## config.mk

```make
export PLATFORM = sky130hd
export DESIGN_NAME = lba_ctrl
export DESIGN_NICKNAME = d
export VERILOG_FILES = /design/src/lba_pkg.sv /design/src/lba_ctrl.sv
export SDC_FILE = /design/constraint.sdc
export NUM_CORES = 1
export LEC_CHECK = 0
export ABC_CLOCK_PERIOD_IN_PS = 6000
export BUFFER_PORTS_ARGS = -buffer_cell sky130_fd_sc_hd__buf_4
export CAP_MARGIN = 20
export CORE_MARGIN = 1
export CORE_UTILIZATION = 60
export DETAILED_ROUTE_END_ITERATION = 16
export GPL_TIMING_DRIVEN = 0
export PLACE_DENSITY = 0.85
export REMOVE_ABC_BUFFERS = 1
export SLEW_MARGIN = 15
export SYNTH_ARGS = -nofsm -noshare
export SYNTH_HDL_FRONTEND = slang
export SYNTH_SLANG_ARGS = --single-unit
export TNS_END_PERCENT = 1
```

## constraint.sdc

```tcl
create_clock -name clk -period 6 [get_ports clk]
set_clock_uncertainty 0.15 [all_clocks]
set_input_delay 0.3 -clock clk [delete_from_list [all_inputs] [get_ports clk]]
set_output_delay 0.3 -clock clk [all_outputs]
set_load 0.05 [all_outputs]
```

## src/lba_pkg.sv

```systemverilog
`default_nettype none

package lba_pkg;

  // Store geometry.
  localparam int NUM_BLOCKS = 256;
  localparam int BLK_W      = $clog2(NUM_BLOCKS);
  localparam int CNT_W      = BLK_W + 1;
  localparam int NXT_W      = CNT_W;
  localparam int ID_W       = 16;

  // Link value that closes a chain.
  localparam logic [NXT_W-1:0] END_MARK = NXT_W'(NUM_BLOCKS);

  // Stream word widths.
  localparam int IN_TDATA_W  = 40;
  localparam int OUT_TDATA_W = 40;

  // Request kinds carried on in_tuser.
  localparam logic ACT_ALLOC = 1'b0;
  localparam logic ACT_FREE  = 1'b1;

  typedef enum logic [1:0] {
    ST_OK      = 2'd0,
    ST_NOSPACE = 2'd1,
    ST_NOID    = 2'd2
  } status_t;

  typedef enum logic [2:0] {
    S_CLEAR,
    S_IDLE,
    S_ASCAN,
    S_ALINK,
    S_RSCAN,
    S_WREAD,
    S_WSTEP,
    S_DONE
  } state_t;

  typedef struct packed {
    logic             action;
    logic [CNT_W-1:0] block_count;
    logic [ID_W-1:0]  file_id;
    logic [BLK_W-1:0] start_block;
  } request_t;

  typedef struct packed {
    status_t          status;
    logic [BLK_W-1:0] first_block;
    logic [ID_W-1:0]  assigned_id;
    logic [CNT_W-1:0] free_blocks;
  } result_t;

  // Port bundle for the link table.
  typedef struct packed {
    logic             we;
    logic [BLK_W-1:0] waddr;
    logic [NXT_W-1:0] wdata;
    logic [BLK_W-1:0] raddr;
  } nxt_port_t;

  // Port bundle for the owner table.
  typedef struct packed {
    logic             we;
    logic [BLK_W-1:0] waddr;
    logic [ID_W-1:0]  wdata;
    logic [BLK_W-1:0] raddr;
  } own_port_t;

endpackage

`default_nettype wire

```

## src/lba_ctrl.sv

```systemverilog
`default_nettype none

module lba_ctrl (
  input  wire logic               clk,
  input  wire logic               rst_n,
  input  wire logic               req_valid,
  output logic                    req_ready,
  input  wire lba_pkg::request_t  req,
  output logic                    res_valid,
  input  wire logic               res_ready,
  output lba_pkg::result_t        res,
  output lba_pkg::nxt_port_t      nxt_port,
  input  wire logic [lba_pkg::NXT_W-1:0] nxt_rdata,
  output lba_pkg::own_port_t      own_port,
  input  wire logic [lba_pkg::ID_W-1:0]  own_rdata
);

  import lba_pkg::*;

  state_t           state_r, state_nxt;
  logic [CNT_W-1:0] addr_r;
  logic             pend_vld_r;
  logic [BLK_W-1:0] pend_addr_r;
  logic [CNT_W-1:0] count_r;
  logic [CNT_W-1:0] taken_r;
  logic [CNT_W-1:0] freed_r;
  logic [BLK_W-1:0] prev_r;
  logic [BLK_W-1:0] first_r;
  logic [BLK_W-1:0] blk_r;
  logic [BLK_W-1:0] steps_r;
  logic [ID_W-1:0]  id_r;
  logic [ID_W-1:0]  next_id_r;
  logic [CNT_W-1:0] free_cnt_r;
  result_t          res_r;

  logic             take;
  logic             hit;
  logic             scan_end;
  logic [CNT_W-1:0] taken_inc;
  logic             walk_stop;

  // Scan and walk decisions on the data returned by the tables.
  assign take      = pend_vld_r && (own_rdata == '0);
  assign hit       = pend_vld_r && (own_rdata == id_r);
  assign scan_end  = addr_r[BLK_W] && !pend_vld_r;
  assign taken_inc = taken_r + CNT_W'(1);
  assign walk_stop = (nxt_rdata == '0) || nxt_rdata[BLK_W] ||
                     (steps_r == BLK_W'(NUM_BLOCKS - 1));

  // Next state.
  always_comb begin
    state_nxt = state_r;
    unique case (state_r)
      S_CLEAR: begin
        if (addr_r == CNT_W'(NUM_BLOCKS - 1)) state_nxt = S_IDLE;
      end
      S_IDLE: begin
        if (req_valid) begin
          if (req.action == ACT_FREE) begin
            state_nxt = (req.file_id == '0) ? S_DONE : S_RSCAN;
          end else if ((req.block_count == '0) || (req.block_count > free_cnt_r)) begin
            state_nxt = S_DONE;
          end else begin
            state_nxt = S_ASCAN;
          end
        end
      end
      S_ASCAN: begin
        if ((take && (taken_inc == count_r)) || scan_end) state_nxt = S_ALINK;
      end
      S_ALINK: state_nxt = S_DONE;
      S_RSCAN: begin
        if (scan_end) state_nxt = (freed_r == '0) ? S_DONE : S_WREAD;
      end
      S_WREAD: state_nxt = S_WSTEP;
      S_WSTEP: state_nxt = walk_stop ? S_DONE : S_WREAD;
      S_DONE: begin
        if (res_ready) state_nxt = S_IDLE;
      end
    endcase
  end

  // Handshakes and table ports.
  always_comb begin
    req_ready = (state_r == S_IDLE);
    res_valid = (state_r == S_DONE);
    res       = res_r;

    own_port.raddr = addr_r[BLK_W-1:0];
    own_port.we    = 1'b0;
    own_port.waddr = pend_addr_r;
    own_port.wdata = '0;

    nxt_port.raddr = blk_r;
    nxt_port.we    = 1'b0;
    nxt_port.waddr = blk_r;
    nxt_port.wdata = '0;

    unique case (state_r)
      S_CLEAR: begin
        own_port.we    = 1'b1;
        own_port.waddr = addr_r[BLK_W-1:0];
        nxt_port.we    = 1'b1;
        nxt_port.waddr = addr_r[BLK_W-1:0];
      end
      S_ASCAN: begin
        own_port.we    = take;
        own_port.wdata = id_r;
        // Link the previous block of the chain to this one.
        nxt_port.we    = take && (taken_r != '0);
        nxt_port.waddr = prev_r;
        nxt_port.wdata = {1'b0, pend_addr_r};
      end
      S_ALINK: begin
        nxt_port.we    = 1'b1;
        nxt_port.waddr = prev_r;
        nxt_port.wdata = END_MARK;
      end
      S_RSCAN: begin
        own_port.we = hit;
      end
      S_WSTEP: begin
        nxt_port.we = 1'b1;
      end
      S_IDLE, S_WREAD, S_DONE: begin
      end
    endcase
  end

  // Control registers.
  always_ff @(posedge clk) begin
    if (!rst_n) begin
      state_r    <= S_CLEAR;
      addr_r     <= '0;
      pend_vld_r <= 1'b0;
      next_id_r  <= ID_W'(1);
      free_cnt_r <= CNT_W'(NUM_BLOCKS);
    end else begin
      state_r <= state_nxt;
      case (state_r)
        S_CLEAR: addr_r <= addr_r + CNT_W'(1);
        S_IDLE: begin
          addr_r     <= '0;
          pend_vld_r <= 1'b0;
        end
        S_ASCAN, S_RSCAN: begin
          if (!addr_r[BLK_W]) addr_r <= addr_r + CNT_W'(1);
          pend_vld_r <= !addr_r[BLK_W];
          if (state_r == S_RSCAN && scan_end) free_cnt_r <= free_cnt_r + freed_r;
        end
        S_ALINK: begin
          free_cnt_r <= free_cnt_r - count_r;
          next_id_r  <= (next_id_r == '1) ? ID_W'(1) : next_id_r + ID_W'(1);
        end
        default: begin
        end
      endcase
    end
  end

  // Request data, scan bookkeeping and the result.
  always_ff @(posedge clk) begin
    case (state_r)
      S_IDLE: begin
        taken_r <= '0;
        freed_r <= '0;
        steps_r <= '0;
        count_r <= req.block_count;
        blk_r   <= req.start_block;
        id_r    <= (req.action == ACT_FREE) ? req.file_id : next_id_r;
        res_r.first_block <= '0;
        res_r.assigned_id <= '0;
        res_r.free_blocks <= free_cnt_r;
        if (req.action == ACT_FREE) begin
          res_r.status <= ST_NOID;
        end else if (req.block_count == '0) begin
          res_r.status <= ST_OK;
        end else begin
          res_r.status <= ST_NOSPACE;
        end
      end
      S_ASCAN: begin
        pend_addr_r <= addr_r[BLK_W-1:0];
        if (take) begin
          taken_r <= taken_inc;
          prev_r  <= pend_addr_r;
          if (taken_r == '0) first_r <= pend_addr_r;
        end
      end
      S_ALINK: begin
        res_r <= '{status: ST_OK, first_block: first_r, assigned_id: id_r,
                   free_blocks: free_cnt_r - count_r};
      end
      S_RSCAN: begin
        pend_addr_r <= addr_r[BLK_W-1:0];
        if (hit) freed_r <= freed_r + CNT_W'(1);
      end
      S_WSTEP: begin
        res_r <= '{status: ST_OK, first_block: '0, assigned_id: '0,
                   free_blocks: free_cnt_r};
        if (!walk_stop) begin
          blk_r   <= nxt_rdata[BLK_W-1:0];
          steps_r <= steps_r + BLK_W'(1);
        end
      end
      default: begin
      end
    endcase
  end

endmodule

`default_nettype wire

```

==> flow_summary.ini <==
[status]
status = complete, no violations

[routing]
via_count = 6595
ant_nets = 0
wl_per_cell_um = 18.6
wirelength_mm = 21.1
first_pass_iters = 5
post-route-drc-count = 0
viasPerCell = 5.80
dr.first_iter.drc_count = 531

[place]
dpl.hpwl_mm = 15.1
place_congestion = 0.956
io_buffers = 158

[grt]
grt.total_usage = 0.306
use_met3 = 0.0741
grt_pass1_vias = 6529
grt_max_degree = 43
grt_pass1_wl_mm = 33.2
grt.busiest_layer = met2
antenna_found_initial = 0
gr-total-overflow = 0
grtUsageMet2 = 0.496
grtUsageMet1 = 0.387

[timing]
post-route-period-util = 0.627
slew_viol_final = 0
final.setup.tns_ns = 0
slew_headroom = 0.399
min_period_ns = 3.76
setup_viol = 0
hold_viol = 0
fmax_mhz = 266
tightestPinTransition_ns = 0.900
rsz0062_at_grt = false

[finish]
fillers = 880
nets = 1047
syn_to_final_growth_pct = 23.8
drive_gt1_frac = 0.242
diodes = 0

[worst_setup_path]
worst_ep_arrival_time_ns = 3.90
startpoint_type = flop
critical_path.max_fanout = 42
crit_type = flop to flop
endpoint_kind = flop
required_ns = 6.13

[logic_synthesis]
synth_top_area_share = 0.421
ys_types = 54
async_flop_share = 0
ys_top_cells_by_area = edfxtp_1 42%, dfxtp_1 9.0%, ha_1 5.0%
synth-seq-cells = 156
synth-edff-count = 118
synth_flop_cell = edfxtp_1
avgSynthCellArea_um2 = 10.6
syn_area_um2 = 8430
synth_warnings = 0
synth_commonest_cells = 118 x edfxtp_1, 70 x nor2_1, 62 x nand2_1
yosysSeqAreaShare = 0.511
yosys.area.top_type = edfxtp_1
synth.most_common_cell = edfxtp_1
postSynthCellCount = 793

[power_and_ir_drop]
leakage_nw = 4.14
p_per_area_nw_per_um2 = 228
p_total_w = 0.00238
ir_worst_vdd_uv = 199

[floorplanning]
dieWidth_um = 121
rows = 42
die_h_um = 121
start_util = 0.626
core_um2 = 13500
die_area_um2 = 14500
pin_count = 159

[job]
drv_cap = 0

[cts]
clock-root-buffer = clkbuf_16
clock_sink_count = 156
ctsResizeCount = 0
cts_buffer_depth = 2
clk_latency_ns = 0.43
cts_buffers = 17
cts_tree = built
cts-htree-levels = 4
clk_pin_slew_ns = 0.07

[min_path]
hp-class = primary input to flop
-- cells by family (layout without fill, tap and decap cells) --
kind of cell               count (synthesis)  count (layout)  share of synthesized area
AOI/OAI and AO/OA                        114             114                     0.0829
DFF                                      156             156                      0.511
adders and majority gates                 36              36                     0.0552
and+or+nand+nor                          303             303                      0.184
muxes                                     34              34                     0.0451
xor gates and xnor gates                  73              73                     0.0824
buffers and inverters                     77             245                     0.0394
-- final cells by class --
class                   instances  area, um^2  share of cell area
multi-input cells             560        3810               0.365
inverters                      42         158              0.0151
clock buffers                  17         425              0.0408
repair buffers                171        1340               0.129
well taps                     176         220              0.0211
flip-flops and latches        156        4300               0.413
clock inverters                15         175              0.0168
-- worst paths after layout --
path	end	start	depth (start not counted)	slack [ns]
max reg2reg	next_id_r[8]$_SDFFE_PN0P_	state_r[1]$_SDFFE_PN0P_	6	2.24
min reg2reg	pend_vld_r$_SDFFE_PN0N_	addr_r[8]$_SDFFE_PN0P_	1	0.32
min	blk_r[7]$_DFFE_PP_	req[7]	2	0.02
max	next_id_r[8]$_SDFFE_PN0P_	state_r[1]$_SDFFE_PN0P_	6	2.24
-- per-layer routing --
layer	up-vias	routed length (um)
met1	3142	8670
met3	53	1430
li1	3133	-
met4	0	663
met5	-	0
met2	267	10400
-- cells in the final DEF (no fill, tap or decap), types with 9 or more instances in the layout --
| master | instances |
|---|---|
| buf_4 | 158 |
| edfxtp_1 | 118 |
| nor2_1 | 69 |
| nand2_1 | 62 |
| and2_1 | 54 |
| xnor2_1 | 41 |
| inv_1 | 39 |
| dfxtp_1 | 38 |
| ha_1 | 34 |
| mux2_2 | 31 |
| o21ai_0 | 28 |
| xor2_1 | 28 |
| a21oi_1 | 25 |
| nand3_1 | 25 |
| clkbuf_16 | 17 |
| nand4_1 | 15 |
| and3_1 | 14 |
| nor2b_1 | 12 |
| nor4_1 | 12 |
| nor3_1 | 11 |
| dlygate4sd3_1 | 10 |
| o21ai_1 | 9 |
| a22oi_1 | 9 |
-- worst max-delay path: stages, from the launching register on --
cell and delay (ns):
dfxtp_1 0.89, nand3_4 0.40, inv_2 0.67, nand2_1 0.19, or3_1 0.50, o21ai_1 0.67
nor2_1 0.13
-- flip-flops by register name (all words and copies together), names as in the netlist --
| name | flops |
|---|---|
| addr_r | 9 |
| pend_addr_r | 8 |
| id_r | 16 |
| taken_r | 9 |
| freed_r | 9 |
| first_r | 8 |
| prev_r | 8 |
| res | 35 |
| steps_r | 8 |
| free_cnt_r | 9 |
| blk_r | 8 |
| next_id_r | 16 |
| state_r | 3 |
| pend_vld_r | 1 |
| count_r | 9 |
-- timing repair --
action | in CTS | in global routing
hold buffers | 10 | 0
buffers inserted | 0 | 0
setup endpoints to repair | 0 | 0
hold endpoints to repair | 10 | 0
-- metrics by stage --
| stage | cell area [um^2] | cells | util | hold WS, ns | setup slack [ns] |
|---|---|---|---|---|---|
| finish | 10400 | 1137 | 0.776 | 0.0192 | 2.24 |
| floorplan | 8250 | 758 | - | 0.212 | 2.09 |
| detailed placement | 9720 | 1094 | 0.722 | 0.312 | 2.39 |
| CTS | 10400 | 1136 | 0.774 | 0.00151 | 2.29 |
| global placement | 9660 | 1092 | 0.718 | 0.302 | 0.426 |
| global route | 10400 | 1137 | 0.776 | 0.00399 | 1.95 |
-- power by group --
part | switching, W | total, W | internal [W]
Combinational | 0.0000569 | 0.000115 | 0.0000576
Sequential | 0.00000387 | 0.00115 | 0.00115
Clock | 0.000477 | 0.00111 | 0.000629
No activity file was read; power rests on OpenSTA's default activity.
